**src/rtl/ffba_pkg.sv**
```systemverilog
// ----------------------------------------------------------------------------
// ffba_pkg
// Shared constants and types for the first-fit block allocator.
// ----------------------------------------------------------------------------
package ffba_pkg;
    localparam int MAX_BLOCKS   = 64;
    localparam int HEADER_BYTES = 32;
    localparam int IDX_W        = $clog2(MAX_BLOCKS);
    localparam int CNT_W        = $clog2(MAX_BLOCKS + 1);
    localparam int ADDR_W       = 16;
    localparam int ENT_W        = 2 * ADDR_W + 1;
    localparam logic [15:0] ARENA_RESET = 16'd4096;
    localparam logic [15:0] HDR16       = 16'(HEADER_BYTES);

    localparam logic [1:0] ST_GRANTED  = 2'd0;
    localparam logic [1:0] ST_FAILED   = 2'd1;
    localparam logic [1:0] ST_FREED    = 2'd2;
    localparam logic [1:0] ST_NOTFOUND = 2'd3;

    localparam logic KIND_ALLOC = 1'b0;
    localparam logic KIND_FREE  = 1'b1;

    localparam logic [0:0] REG_ARENA = 1'b0;

    typedef struct packed {
        logic [ADDR_W-1:0] offset;
        logic [ADDR_W-1:0] length;
        logic              used;
    } t_entry;

    // datapath operations
    typedef enum logic [3:0] {
        OP_NONE,
        OP_INIT,
        OP_START,
        OP_RD_CUR,
        OP_LATCH_CUR,
        OP_WR_ALLOC,
        OP_SH_UP,
        OP_WR_SPLIT,
        OP_FREE_CUR,
        OP_RD_NEXT,
        OP_MERGE_NEXT,
        OP_SH_DOWN,
        OP_RD_PREV,
        OP_MERGE_PREV,
        OP_STEP
    } t_op;

    typedef struct packed {
        t_op              op;
        logic [IDX_W-1:0] addr;
    } t_cmd;

    typedef struct packed {
        logic hit;        // current entry matches request
        logic split_ok;   // split allowed
        logic last;       // index is the last entry of the table
        logic nbr_free;   // latched neighbor is free
        logic sh_done;    // shift pointer reached its stop
        logic [IDX_W-1:0] idx;
        logic [IDX_W-1:0] sh_ptr;
    } t_stat;
endpackage

```
**src/rtl/ffba_if.sv**
```systemverilog
// ----------------------------------------------------------------------------
// ffba_req_if / ffba_rsp_if
// Valid/ready channels for requests and responses.
// ----------------------------------------------------------------------------
interface ffba_req_if;
    logic        valid;
    logic        ready;
    logic        kind;
    logic [15:0] request_size;
    logic [15:0] block_address;
    modport source (output valid, kind, request_size, block_address, input ready);
    modport sink (input valid, kind, request_size, block_address, output ready);
endinterface

interface ffba_rsp_if;
    logic        valid;
    logic        ready;
    logic [1:0]  status;
    logic [15:0] data_address;
    modport source (output valid, status, data_address, input ready);
    modport sink (input valid, status, data_address, output ready);
endinterface

```
**src/rtl/ffba_ram.sv**
```systemverilog
// ----------------------------------------------------------------------------
// ffba_ram
// Generic single-port RAM with registered read.
// ----------------------------------------------------------------------------
module ffba_ram #(
    parameter int WIDTH = 8,
    parameter int DEPTH = 16
) (
    input  logic                     i_clk,
    input  logic                     i_we,
    input  logic [$clog2(DEPTH)-1:0] i_addr,
    input  logic [WIDTH-1:0]         i_wdata,
    output logic [WIDTH-1:0]         o_rdata
);
    logic [WIDTH-1:0] r_mem [DEPTH];

    always_ff @(posedge i_clk) begin
        if (i_we) begin
            r_mem[i_addr] <= i_wdata;
        end
        o_rdata <= r_mem[i_addr];
    end
endmodule

```
**src/rtl/ffba_datapath.sv**
```systemverilog
// ----------------------------------------------------------------------------
// ffba_datapath
// Block table memory, working registers and arithmetic of the allocator.
// ----------------------------------------------------------------------------
module ffba_datapath (
    input  logic                  i_clk,
    input  logic                  i_rst_n,
    input  ffba_pkg::t_cmd        i_cmd,
    input  logic                  i_kind,
    input  logic [15:0]           i_size,
    input  logic [15:0]           i_addr,
    input  logic [15:0]           i_arena,
    output ffba_pkg::t_stat       o_stat,
    output logic [15:0]           o_data_address
);
    import ffba_pkg::*;

    logic             r_kind;
    logic [15:0]      r_size;
    logic [15:0]      r_addr;
    logic [CNT_W-1:0] r_count, n_count;
    logic [IDX_W-1:0] r_idx, n_idx;
    logic [IDX_W-1:0] r_sh, n_sh;
    t_entry           r_cur, n_cur;
    t_entry           r_nbr, n_nbr;
    logic [15:0]      r_dout, n_dout;

    logic             ram_we;
    logic [IDX_W-1:0] ram_addr;
    t_entry           ram_wdata, ram_rdata;

    ffba_ram #(.WIDTH(ENT_W), .DEPTH(MAX_BLOCKS)) u_ram (
        .i_clk  (i_clk),
        .i_we   (ram_we),
        .i_addr (ram_addr),
        .i_wdata(ram_wdata),
        .o_rdata(ram_rdata)
    );

    logic [15:0] rest;
    logic [15:0] arena_len;
    assign rest      = r_cur.length - r_size;
    assign arena_len = (i_arena >= HDR16) ? (i_arena - HDR16) : 16'd0;

    always_comb begin
        n_count  = r_count;
        n_idx    = r_idx;
        n_sh     = r_sh;
        n_cur    = r_cur;
        n_nbr    = r_nbr;
        n_dout   = r_dout;
        ram_we   = 1'b0;
        ram_addr = i_cmd.addr;
        ram_wdata = r_cur;
        case (i_cmd.op)
            OP_INIT: begin
                ram_we    = 1'b1;
                ram_addr  = '0;
                ram_wdata = '{offset: 16'd0, length: arena_len, used: 1'b0};
                n_count   = CNT_W'(1);
            end
            OP_START: begin
                n_idx  = '0;
                n_dout = 16'd0;
            end
            OP_LATCH_CUR: n_cur = ram_rdata;
            OP_WR_ALLOC: begin
                // mark used, shrink when a split follows
                ram_we    = 1'b1;
                ram_wdata = r_cur;
                ram_wdata.used = 1'b1;
                if (o_stat.split_ok) begin
                    ram_wdata.length = r_size;
                end
                n_dout = r_cur.offset + HDR16;
                n_sh   = r_count[IDX_W-1:0];
            end
            OP_SH_UP: begin
                // entry read at sh-1 last cycle moves up into sh
                ram_we    = 1'b1;
                ram_wdata = ram_rdata;
                n_sh      = r_sh - 1'b1;
            end
            OP_WR_SPLIT: begin
                ram_we    = 1'b1;
                ram_wdata = '{offset: r_cur.offset + HDR16 + r_size,
                              length: rest - HDR16, used: 1'b0};
                n_count   = r_count + 1'b1;
            end
            OP_FREE_CUR: begin
                ram_we    = 1'b1;
                ram_wdata = r_cur;
                ram_wdata.used = 1'b0;
                n_cur.used = 1'b0;
            end
            OP_RD_NEXT, OP_RD_PREV: n_nbr = ram_rdata;
            OP_MERGE_NEXT: begin
                n_cur.length = r_cur.length + r_nbr.length + HDR16;
                ram_we    = 1'b1;
                ram_wdata = n_cur;
                n_sh      = r_idx + 1'b1;
                n_count   = r_count - 1'b1;
            end
            OP_SH_DOWN: begin
                // entry read at sh+1 last cycle moves down into sh
                ram_we    = 1'b1;
                ram_wdata = ram_rdata;
                n_sh      = r_sh + 1'b1;
            end
            OP_MERGE_PREV: begin
                n_cur = r_nbr;
                n_cur.length = r_nbr.length + r_cur.length + HDR16;
                ram_we    = 1'b1;
                ram_wdata = n_cur;
                n_sh      = r_idx;
                n_idx     = r_idx - 1'b1;
                n_count   = r_count - 1'b1;
            end
            OP_STEP: n_idx = r_idx + 1'b1;
            default: ;
        endcase
    end

    always_ff @(posedge i_clk) begin
        if (!i_rst_n) begin
            r_count <= CNT_W'(1);
            r_idx   <= '0;
            r_sh    <= '0;
        end else begin
            r_count <= n_count;
            r_idx   <= n_idx;
            r_sh    <= n_sh;
        end
        r_cur  <= n_cur;
        r_nbr  <= n_nbr;
        r_dout <= n_dout;
        if (i_cmd.op == OP_START) begin
            r_kind <= i_kind;
            r_size <= i_size;
            r_addr <= i_addr;
        end
    end

    logic hit_alloc, hit_free;
    assign hit_alloc = !r_cur.used && r_cur.length >= r_size && r_size != 16'd0;
    assign hit_free  = r_cur.used && (r_cur.offset + HDR16 == r_addr);

    assign o_stat.hit      = (r_kind == KIND_ALLOC) ? hit_alloc : hit_free;
    assign o_stat.split_ok = (rest > HDR16) && (r_count != CNT_W'(MAX_BLOCKS));
    assign o_stat.last     = ({1'b0, r_idx} == r_count - 1'b1);
    assign o_stat.nbr_free = !r_nbr.used;
    // shift up stops above the granted entry, shift down at the table end
    assign o_stat.sh_done  = (r_kind == KIND_ALLOC) ? (r_sh == r_idx + 1'b1)
                            : ({1'b0, r_sh} >= r_count);
    assign o_stat.idx      = r_idx;
    assign o_stat.sh_ptr   = r_sh;
    assign o_data_address  = r_dout;

`ifndef ASSERT_OFF
    a_count_nz: assert property (@(posedge i_clk) disable iff (!i_rst_n)
        r_count != '0 && r_count <= CNT_W'(MAX_BLOCKS))
        else $error("block count out of range");
    a_init_count: assert property (@(posedge i_clk) disable iff (!i_rst_n)
        i_cmd.op == OP_INIT |=> r_count == CNT_W'(1))
        else $error("init did not reset count");
    a_split_grow: assert property (@(posedge i_clk) disable iff (!i_rst_n)
        i_cmd.op == OP_WR_SPLIT |=> r_count == $past(r_count) + 1'b1)
        else $error("split did not grow table");
`endif
endmodule

```
**src/rtl/ffba_ctrl.sv**
```systemverilog
// ----------------------------------------------------------------------------
// ffba_ctrl
// Sequencer for scan, split and merge of the block table.
// ----------------------------------------------------------------------------
module ffba_ctrl (
    input  logic            i_clk,
    input  logic            i_rst_n,
    input  logic            i_init,
    input  logic            i_req_valid,
    output logic            o_req_ready,
    input  logic            i_kind,
    output logic            o_rsp_valid,
    input  logic            i_rsp_ready,
    output logic [1:0]      o_status,
    output ffba_pkg::t_cmd  o_cmd,
    input  ffba_pkg::t_stat i_stat
);
    import ffba_pkg::*;

    typedef enum logic [15:0] {
        S_IDLE    = 16'b0000000000000001,
        S_RD      = 16'b0000000000000010,
        S_LATCH   = 16'b0000000000000100,
        S_CHECK   = 16'b0000000000001000,
        S_SHUP_RD = 16'b0000000000010000,
        S_SHUP_WR = 16'b0000000000100000,
        S_SPLIT   = 16'b0000000001000000,
        S_RDN     = 16'b0000000010000000,
        S_LATN    = 16'b0000000100000000,
        S_MERGEN  = 16'b0000001000000000,
        S_SHDN_RD = 16'b0000010000000000,
        S_SHDN_WR = 16'b0000100000000000,
        S_RDP     = 16'b0001000000000000,
        S_LATP    = 16'b0010000000000000,
        S_MERGEP  = 16'b0100000000000000,
        S_DONE    = 16'b1000000000000000
    } t_state;

    t_state     r_state, n_state;
    logic [1:0] r_status, n_status;
    logic       r_prev, n_prev;     // the shift-down belongs to the previous merge

    assign o_req_ready = (r_state == S_IDLE) && !i_init;
    assign o_rsp_valid = (r_state == S_DONE);
    assign o_status    = r_status;

    always_comb begin
        n_state  = r_state;
        n_status = r_status;
        n_prev   = r_prev;
        o_cmd    = '{op: OP_NONE, addr: i_stat.idx};
        case (r_state)
            S_IDLE: begin
                if (i_init) begin
                    o_cmd.op = OP_INIT;
                end else if (i_req_valid) begin
                    o_cmd.op = OP_START;
                    n_status = (i_kind == KIND_ALLOC) ? ST_FAILED : ST_NOTFOUND;
                    n_state  = S_RD;
                end
            end
            S_RD: begin
                o_cmd.op = OP_RD_CUR;
                n_state  = S_LATCH;
            end
            S_LATCH: begin
                o_cmd.op = OP_LATCH_CUR;
                n_state  = S_CHECK;
            end
            S_CHECK: begin
                if (!i_stat.hit) begin
                    if (i_stat.last) begin
                        n_state = S_DONE;
                    end else begin
                        o_cmd.op = OP_STEP;
                        n_state  = S_RD;
                    end
                end else if (r_status == ST_FAILED) begin
                    o_cmd.op = OP_WR_ALLOC;
                    n_status = ST_GRANTED;
                    n_state  = i_stat.split_ok ? S_SHUP_RD : S_DONE;
                end else begin
                    o_cmd.op = OP_FREE_CUR;
                    n_status = ST_FREED;
                    n_prev   = 1'b0;
                    n_state  = S_RDN;
                end
            end
            S_SHUP_RD: begin
                if (i_stat.sh_done) begin
                    n_state = S_SPLIT;
                end else begin
                    o_cmd = '{op: OP_RD_CUR, addr: i_stat.sh_ptr - 1'b1};
                    n_state = S_SHUP_WR;
                end
            end
            S_SHUP_WR: begin
                o_cmd = '{op: OP_SH_UP, addr: i_stat.sh_ptr};
                n_state = S_SHUP_RD;
            end
            S_SPLIT: begin
                o_cmd = '{op: OP_WR_SPLIT, addr: i_stat.idx + 1'b1};
                n_state = S_DONE;
            end
            S_RDN: begin
                // no next entry when the freed block is the last one
                if (i_stat.last) begin
                    n_state = S_RDP;
                end else begin
                    o_cmd = '{op: OP_RD_CUR, addr: i_stat.idx + 1'b1};
                    n_state = S_LATN;
                end
            end
            S_LATN: begin
                o_cmd = '{op: OP_RD_NEXT, addr: i_stat.idx + 1'b1};
                n_state = S_MERGEN;
            end
            S_MERGEN: begin
                n_state = S_RDP;
                if (i_stat.nbr_free) begin
                    o_cmd.op = OP_MERGE_NEXT;
                    n_state  = S_SHDN_RD;
                end
            end
            S_SHDN_RD: begin
                if (i_stat.sh_done) begin
                    n_state = r_prev ? S_DONE : S_RDP;
                end else begin
                    o_cmd = '{op: OP_RD_CUR, addr: i_stat.sh_ptr + 1'b1};
                    n_state = S_SHDN_WR;
                end
            end
            S_SHDN_WR: begin
                o_cmd = '{op: OP_SH_DOWN, addr: i_stat.sh_ptr};
                n_state = S_SHDN_RD;
            end
            S_RDP: begin
                if (i_stat.idx == '0) begin
                    n_state = S_DONE;
                end else begin
                    o_cmd = '{op: OP_RD_CUR, addr: i_stat.idx - 1'b1};
                    n_state = S_LATP;
                end
            end
            S_LATP: begin
                o_cmd = '{op: OP_RD_PREV, addr: i_stat.idx - 1'b1};
                n_state = S_MERGEP;
            end
            S_MERGEP: begin
                n_state = S_DONE;
                if (i_stat.nbr_free) begin
                    o_cmd = '{op: OP_MERGE_PREV, addr: i_stat.idx - 1'b1};
                    n_prev  = 1'b1;
                    n_state = S_SHDN_RD;
                end
            end
            S_DONE: begin
                if (i_rsp_ready) begin
                    n_state = S_IDLE;
                end
            end
            default: n_state = S_IDLE;
        endcase
    end

    always_ff @(posedge i_clk) begin
        if (!i_rst_n) begin
            r_state  <= S_IDLE;
            r_status <= ST_FAILED;
            r_prev   <= 1'b0;
        end else begin
            r_state  <= n_state;
            r_status <= n_status;
            r_prev   <= n_prev;
        end
    end

`ifndef ASSERT_OFF
    a_rsp_status: assert property (@(posedge i_clk) disable iff (!i_rst_n)
        o_rsp_valid && !i_rsp_ready |=> o_rsp_valid && $stable(o_status))
        else $error("response changed while stalled");
    a_no_init_busy: assert property (@(posedge i_clk) disable iff (!i_rst_n)
        o_cmd.op == OP_INIT |-> r_state == S_IDLE)
        else $error("init while busy");
    a_onehot: assert property (@(posedge i_clk) disable iff (!i_rst_n)
        $onehot(r_state))
        else $error("state not one-hot");
`endif
endmodule

```
**src/rtl/first_fit_block_allocator_top.sv**
```systemverilog
// ----------------------------------------------------------------------------
// first_fit_block_allocator_top
// First-fit allocator with coalescing over a byte arena.
// ----------------------------------------------------------------------------
// Requests arrive on a valid/ready channel (kind, request_size, block_address)
// and each one yields exactly one response (status, data_address).
// One request is worked on at a time. A scan over the block table in the
// single-port table RAM visits each entry in the states read, latch and
// check; a split shifts the later entries up and each merge shifts them
// down, each moved entry being read and then written. The table holds at
// most 64 blocks. The response is held until taken; no new request is
// accepted meanwhile. Register arena_bytes at APB address 0 (reset 4096);
// any write to it reinitializes the table to one free block. After reset
// the table is set up before the first request is accepted.
// ----------------------------------------------------------------------------
module first_fit_block_allocator_top (
    input  logic        i_clk,
    input  logic        i_rst_n,
    ffba_req_if.sink    req,
    ffba_rsp_if.source  rsp,
    input  logic        psel,
    input  logic        penable,
    input  logic        pwrite,
    input  logic [2:2]  paddr,
    input  logic [31:0] pwdata,
    output logic [31:0] prdata,
    output logic        pready
);
    import ffba_pkg::*;

    logic [15:0] r_arena;
    logic        r_init;
    logic        wr;
    t_cmd        cmd;
    t_stat       stat;

    assign pready = 1'b1;
    assign wr     = psel && penable && pwrite;
    assign prdata = (paddr == REG_ARENA) ? {16'd0, r_arena} : 32'd0;

    always_ff @(posedge i_clk) begin
        if (!i_rst_n) begin
            r_arena <= ARENA_RESET;
            r_init  <= 1'b1;
        end else begin
            if (wr && paddr == REG_ARENA) begin
                r_arena <= pwdata[15:0];
                r_init  <= 1'b1;
            end else if (cmd.op == OP_INIT) begin
                r_init <= 1'b0;
            end
        end
    end

    ffba_ctrl u_ctrl (
        .i_clk      (i_clk),
        .i_rst_n    (i_rst_n),
        .i_init     (r_init),
        .i_req_valid(req.valid),
        .o_req_ready(req.ready),
        .i_kind     (req.kind),
        .o_rsp_valid(rsp.valid),
        .i_rsp_ready(rsp.ready),
        .o_status   (rsp.status),
        .o_cmd      (cmd),
        .i_stat     (stat)
    );

    ffba_datapath u_dp (
        .i_clk         (i_clk),
        .i_rst_n       (i_rst_n),
        .i_cmd         (cmd),
        .i_kind        (req.kind),
        .i_size        (req.request_size),
        .i_addr        (req.block_address),
        .i_arena       (r_arena),
        .o_stat        (stat),
        .o_data_address(rsp.data_address)
    );
endmodule
```
**src/flat_wrapper.sv**
```systemverilog
// flat-port wrapper written by rule: the top's interface ports become plain ports
module first_fit_block_allocator_top_flat import ffba_pkg::*;
  (i_clk, i_rst_n, psel, penable, pwrite, paddr, pwdata, prdata, pready, req_valid, req_kind, req_request_size, req_block_address, req_ready, rsp_valid, rsp_status, rsp_data_address, rsp_ready);
  ffba_req_if req_i ();
  ffba_rsp_if rsp_i ();
  input  logic i_clk;
  input  logic i_rst_n;
  input  logic psel;
  input  logic penable;
  input  logic pwrite;
  input  logic [2:2] paddr;
  input  logic [31:0] pwdata;
  output logic [31:0] prdata;
  output logic pready;
  input wire logic [$bits(req_i.valid)-1:0] req_valid;
  input wire logic [$bits(req_i.kind)-1:0] req_kind;
  input wire logic [$bits(req_i.request_size)-1:0] req_request_size;
  input wire logic [$bits(req_i.block_address)-1:0] req_block_address;
  output wire logic [$bits(req_i.ready)-1:0] req_ready;
  output wire logic [$bits(rsp_i.valid)-1:0] rsp_valid;
  output wire logic [$bits(rsp_i.status)-1:0] rsp_status;
  output wire logic [$bits(rsp_i.data_address)-1:0] rsp_data_address;
  input wire logic [$bits(rsp_i.ready)-1:0] rsp_ready;
  assign req_i.valid = req_valid;
  assign req_i.kind = req_kind;
  assign req_i.request_size = req_request_size;
  assign req_i.block_address = req_block_address;
  assign req_ready = req_i.ready;
  assign rsp_valid = rsp_i.valid;
  assign rsp_status = rsp_i.status;
  assign rsp_data_address = rsp_i.data_address;
  assign rsp_i.ready = rsp_ready;
  first_fit_block_allocator_top u_core (.i_clk(i_clk), .i_rst_n(i_rst_n), .req(req_i), .rsp(rsp_i), .psel(psel), .penable(penable), .pwrite(pwrite), .paddr(paddr), .pwdata(pwdata), .prdata(prdata), .pready(pready));
endmodule
```
**config.mk**
```make
export PLATFORM = sky130hd
export DESIGN_NAME = first_fit_block_allocator_top_flat
export DESIGN_NICKNAME = d
export VERILOG_FILES = /design/src/rtl/ffba_pkg.sv /design/src/rtl/ffba_if.sv /design/src/rtl/ffba_ram.sv /design/src/rtl/ffba_datapath.sv /design/src/rtl/ffba_ctrl.sv /design/src/rtl/first_fit_block_allocator_top.sv /design/src/flat_wrapper.sv
export SDC_FILE = /design/constraint.sdc
export NUM_CORES = 2
export LEC_CHECK = 0
export BUFFER_PORTS_ARGS = -buffer_cell sky130_fd_sc_hd__buf_2
export CAP_MARGIN = 15
export CORE_AREA = 2 2 892 450
export CTS_CLUSTER_SIZE = 8
export DETAILED_ROUTE_END_ITERATION = 8
export DIE_AREA = 0 0 894 452
export PLACE_DENSITY = 0.47
export REMOVE_ABC_BUFFERS = 1
export SLEW_MARGIN = 20
export SYNTH_ARGS = -nofsm -noshare
export SYNTH_HDL_FRONTEND = slang
export SYNTH_HIERARCHICAL = 1
export SYNTH_SLANG_ARGS = --single-unit
```
**constraint.sdc**
```tcl
create_clock -name i_clk -period 19.41 [get_ports i_clk]
set_input_delay 1.941 -clock i_clk [delete_from_list [all_inputs] [get_ports i_clk]]
set_output_delay 1.941 -clock i_clk [all_outputs]
set_load 0.02 [all_outputs]
```
# [Word level (Yosys, flattened, before mapping)]
# Memory sizes are Yosys's and may differ from the RTL's. A register that Yosys moved wholly into a read port is not among the register bits.
# Index checks and enable logic that the tools add are counted.
[classes] n_addsub=13 magnitude_cmp=4 eq_ne=40 n_mux=55 bitwise=2 reduce_logical=31
[ops] cell="$pmux W16 S16" n=1
[ops] cell="$pmux W33 S7" n=1
[ops] cell="$mux W16" n=14
[ops] cell="$pmux W16 S2" n=3
[ops] cell="$pmux W4 S15" n=1
[ops] cell="$pmux W6 S8" n=1
[ops] cell="$add A16 B16 Y16" n=2
[ops] cell="$add A16 B6 Y16 const B" n=2
[ops] cell="$mux W8" n=4
[ops] cell="$sub A16 B6 Y16 const B" n=2
[ops] cell="$pmux W6 S5" n=1
[ops] cell="$eq A4 B4 Y1 const B" n=7
[ops] cell="$mux W13" n=2
[ops] cell="$pmux W7 S3" n=1
[ops] cell="$pmux W6 S3" n=1
[ops] cell="$eq A16 B1 Y1 const B" n=1
[ops] cell="$eq A16 B10 Y1 const B" n=1
[ops] cell="$eq A16 B11 Y1 const B" n=1
[ops] cell="$eq A16 B12 Y1 const B" n=1
[ops] cell="$eq A16 B13 Y1 const B" n=1
[ops] cell="$eq A16 B14 Y1 const B" n=1
[ops] cell="$eq A16 B15 Y1 const B" n=1
[ops] cell="$eq A16 B16 Y1" n=1
[ops] cell="$eq A16 B16 Y1 const B" n=1
[ops] cell="47 further kinds" n=93
[totals] regBits=170 mem_bits_rw=2112 in_bits=73 out_inout_bits=53 word_cells=164 mem_count=1
[mem_list] memory="u_core.u_dp.u_ram.r_mem" depth=64 width=33 read_ports=1 rd_clocked_by_memory_dff=1 wr=1 line_no="ffba_ram.sv:15" rtl="logic [WIDTH-1:0] r_mem [DEPTH];"

# [Logic depth before layout (Yosys ltp)]
[logic_depth] word_depth=11 ltp_mapped=32 depth_no_buf=28

# [Cells and area by module]
# The synthesis kept the hierarchy.
[by_module_without_submodules] module="ffba_ram" n_inst=1 cells_each=4527 area_each_um2=81125.3 seq_area_each_um2=64081.5
[by_module_without_submodules] module="ffba_datapath" n_inst=1 cells_each=1195 area_each_um2=10563.9 seq_area_each_um2=3833.7
[by_module_without_submodules] module="ffba_ctrl" n_inst=1 cells_each=279 area_each_um2=2089.5 seq_area_each_um2=380.4
[by_module_without_submodules] module="first_fit_block_allocator_top" n_inst=1 cells_each=110 area_each_um2=954.7 seq_area_each_um2=340.3

# [Worst setup path after synthesis]
# OpenSTA, ideal clock, no wires.
[synth_timing] path_kind="register to register" startpoint="register u_core/u_dp/r_cur[1] in the netlist's numbering" endpoint="memory u_core/u_dp/u_ram/r_mem[0][15] in the netlist's numbering, data pin" setup_time_ns=0.721 t_arrival_ns=7.613 t_required_ns=18.689 path_slack_ns=11.076 stages_incl_launch_ff=26 n_path_buf=3 synth_period_minus_slack_ns=8.334 cell_sequence="edfxtp_1 inv_1 ha_1 inv_1 fa_1 a211oi_1 o21bai_1 a221oi_1 nor2_1 o21a_1 o21a_1 o21a_1 o21a_1 o211ai_1 o31ai_1 nor4_1 nor2_1 nand4_1 clkbuf_1 clkinv_1 nor2_1 and3_1 clkbuf_1 clkbuf_1 a21oi_1 a211oi_1"
[synth_rtl] element="start: declaration" line_no="ffba_datapath.sv:24" rtl="t_entry r_cur, n_cur;"
[synth_rtl] element="start signal: assignment" line_no="ffba_datapath.sv:134" rtl="r_cur <= n_cur;"
[synth_rtl] element="end: declaration" line_no="ffba_ram.sv:15"

==> results.cfg <==
[sta]
hold_slack_ns = 0.461
worst_pin_slew_ns = 1.33
fmax_mhz = 85.6
fin_setup_tns_ns = 0
fin_skew_ns = 0.0549
period_share_pct = 60.2
final_hold_viol_count = 0
rsz0062_at_grt = no
post-route-min-period_ns = 11.69
relSlewSlack_pct = 11.1
finalSetupViolations = 0
drv_slew = 0

[worst_setup_path]
crit_type = register to register
cp_slowest_cell = a221oi_1
path_common_cell = o21a_1
worst_ep_required_time_ns = 20.18
critPathMaxStageDelay_ns = 0.81
end_kind = register
path_buf_inv = 6
path_delay_family = simple AND/OR/NAND/NOR gates
arrival_ns = 12.46
startpoint_type = register
cp_max_fo = 79

[cts]
cts_tree = yes
holdBufCountCts = 0
ctsResizeCount = 0
clock-sinks = 2315
cts_root_buffer = clkbuf_16
cts_buffers = 331
path_clk_slew_ns = 0.06
ctsLongestPathBuffers = 4
clk_latency_ns = 0.90
postCtsSetupBuffers = 0
htreeDepth = 5

[synthesis]
ys_seq_area_share_pct = 72.5
synthesis.area_um2 = 94700
synth_edf_count = 2227
ys_async_sr_fraction_pct = 0
synth-main-ff-cell = edfxtp_1
ys_ff_latch = 2315
yosysWarnings = 6
ys_top_cells_by_area = edfxtp_1, a221oi_1, a22oi_1, dfxtp_1, mux2i_1
synth_top_cell_by_area = edfxtp_1
synthCells = 6111
ys_types = 100
synthDominantCellAreaShare_pct = 70.6
avgSynthCellArea_um2 = 15.5

[finish]
register_area_um2 = 68600
final_cells = 11800
fin_nets = 6526
drive_gt1_share_pct = 16.2
multi_input_area_um2 = 24800
area_delta_synth_final_pct = 18.4
nFillCells = 39700

[drt]
drtAntennaViolNets = 0
first_pass_iters = 6
vias = 63200
route.detailed.drc = 0
drt_iter0_markers = 10900
drt_wl_total_mm = 375
avgRoutedWirePerCell_um = 31.7
routed_via_density = 5.34

[placed_design]
io_buffers = 92
place_inst = 11300
place_hpwl_mm = 236
finalWeightedCongestion = 0.878

[floorplanning]
fp.dieW_um = 894
design.core.area_um2 = 397000
dieArea_um2 = 404000
io_pins = 126
fp-row-count = 164
die_y_um = 452
start_util_pct = 23.9

[power]
p_leak_nw = 35.1
ir_drop_mv = 0.0736
total_power_mw = 12.5
p_per_area_nw_per_um2 = 112

[global_route]
grt_max_degree = 104
antenna_found_initial = 56
grt_usage_pct = 17.8
grt.overflow.total = 0
first_global_vias = 58000
grt_first_pass_wirelength_mm = 503

[min_path]
hp-class = register to register

[outcome]
status = finished, final reports clean

[flow_run]
drv_cap = 0
==> worst reg2reg max path, delay by kind of cell (launching register included) <==
family / cells / cell delay (ns)
and+or+nand+nor: 11 / 4.28
AOI/OAI and AO/OA: 11 / 3.53
buffers and inverters: 6 / 2.56
DFF: 1 / 0.71
adders and majority gates: 1 / 0.50
==> cells in the mapped netlist (all sizes together), types with 31 or more instances <==
master	count
inv	87
dfxtp	88
mux4	65
a221oi	383
nor2b	41
mux2	74
a21oi	202
nand2b	31
mux2i	157
a211oi	45
clkbuf	158
nor3	102
xnor2	67
o22ai	142
ha	82
a22oi	321
edfxtp	2227
buf	278
xor2	49
nand2	281
a22o	35
a221o	31
nand3	74
nor2	340
o21ai	252
==> registers in the layout, indices dropped and copies added, names as in the netlist <==
register                    flops
u_core/u_dp/u_ram/o_rdata      33
u_core/u_dp/o_data_address     16
u_core/u_dp/r_sh                6
u_core/u_dp/r_size             16
u_core/u_ctrl/o_status          2
u_core/u_dp/r_cur              33
u_core/u_dp/r_count             7
u_core/r_init                   1
u_core/u_dp/r_kind              1
u_core/u_ctrl/r_prev            1
u_core/u_ctrl/r_state          16
u_core/u_dp/r_addr             16
u_core/r_arena                 16
u_core/u_dp/r_nbr              33
u_core/u_dp/u_ram/r_mem      2112
u_core/u_dp/r_idx               6
==> layout make-up <==
class                           count  area share [%]
Clock buffer                      433            7.86
Clock inverter                     16           0.273
Antenna cell                       40          0.0893
Tap cell                         5312            5.93
Sequential cell                  2315            61.2
Timing Repair Buffer              344            2.22
Multi-Input combinational cell   3284            22.1
Inverter                           91           0.316
==> routing by layer <==
layer,up-vias,GRT usage (%),routed length [um]
met5,-,0,503
met4,40,3.13,6180
met3,463,8.33,60000
met2,4121,20.8,132000
met1,33200,28.5,177000
li1,25300,-,-
==> final timing paths <==
check	depth (start not counted)	from	slack, ns	endpoint
setup / recovery	29	u_core/u_dp/r_size[1]$_DFFE_PP_	7.72	u_core/u_dp/u_ram/o_rdata[10]$_DFF_P_
hold / removal	0	u_core/u_dp/u_ram/o_rdata[3]$_DFF_P_	0.46	u_core/u_dp/r_nbr[3]$_DFFE_PP_
setup reg to reg	29	u_core/u_dp/r_size[1]$_DFFE_PP_	7.72	u_core/u_dp/u_ram/o_rdata[10]$_DFF_P_
hold reg to reg	0	u_core/u_dp/u_ram/o_rdata[3]$_DFF_P_	0.46	u_core/u_dp/r_nbr[3]$_DFFE_PP_
==> cells by family (layout without fill, tap and decap cells) <==
kind of cell | Yosys count | in the layout | synth area share (%)
other | 2 | 57 | 0.00793
AND/OR/NAND/NOR | 1072 | 1072 | 5.49
XOR/XNOR | 116 | 116 | 1.07
buffers and inverters | 527 | 884 | 2.67
flip-flops | 2315 | 2315 | 72.5
AO/OA/AOI/OAI | 1697 | 1697 | 13.1
multiplexers | 296 | 296 | 4.08
adder cells (fa/ha/maj) | 86 | 86 | 1.17
==> placed cells by master (no fill, tap or decap), types with 23 or more instances in the layout <==
cell type     n
dfxtp_1      88
nor2_1      269
a22o_1       35
nor2_4       67
buf_4       240
ha_1         82
o22ai_1     138
o32ai_1      23
or3_1        24
diode_2      40
clkbuf_16   338
a221o_1      28
inv_1        83
clkbuf_1     95
mux2i_1     155
edfxtp_1   2227
nand3_1      69
xnor2_1      67
a21oi_1     195
mux2_2       69
a22oi_1     321
nand4_1      26
nor2b_1      29
buf_2        92
nor3_1       94
nand2b_1     28
nand2_1     277
a211oi_1     42
mux4_2       65
o21ai_0     220
a221oi_1    379
o221ai_1     23
xor2_1       49
o211ai_1     26
==> where the power goes <==
part | switching, mW | leakage, nW | internal (mW)
sequential | 0.0764 | 21.0 | 5.98
clock | 2.18 | 4.41 | 3.15
combinational | 0.941 | 9.69 | 0.208
==> metrics by stage <==
stage	worst slack (ns)	utilization, %	cell area [um^2]
floorplan	-23.62	-	92600
global placement	8.26	25.9	103000
detailed placement	8.30	25.9	103000
CTS	8.24	28.2	112000
global route	7.53	28.2	112000
finish	7.72	28.3	112000
Note: power is estimated with default switching activity, not from simulation.
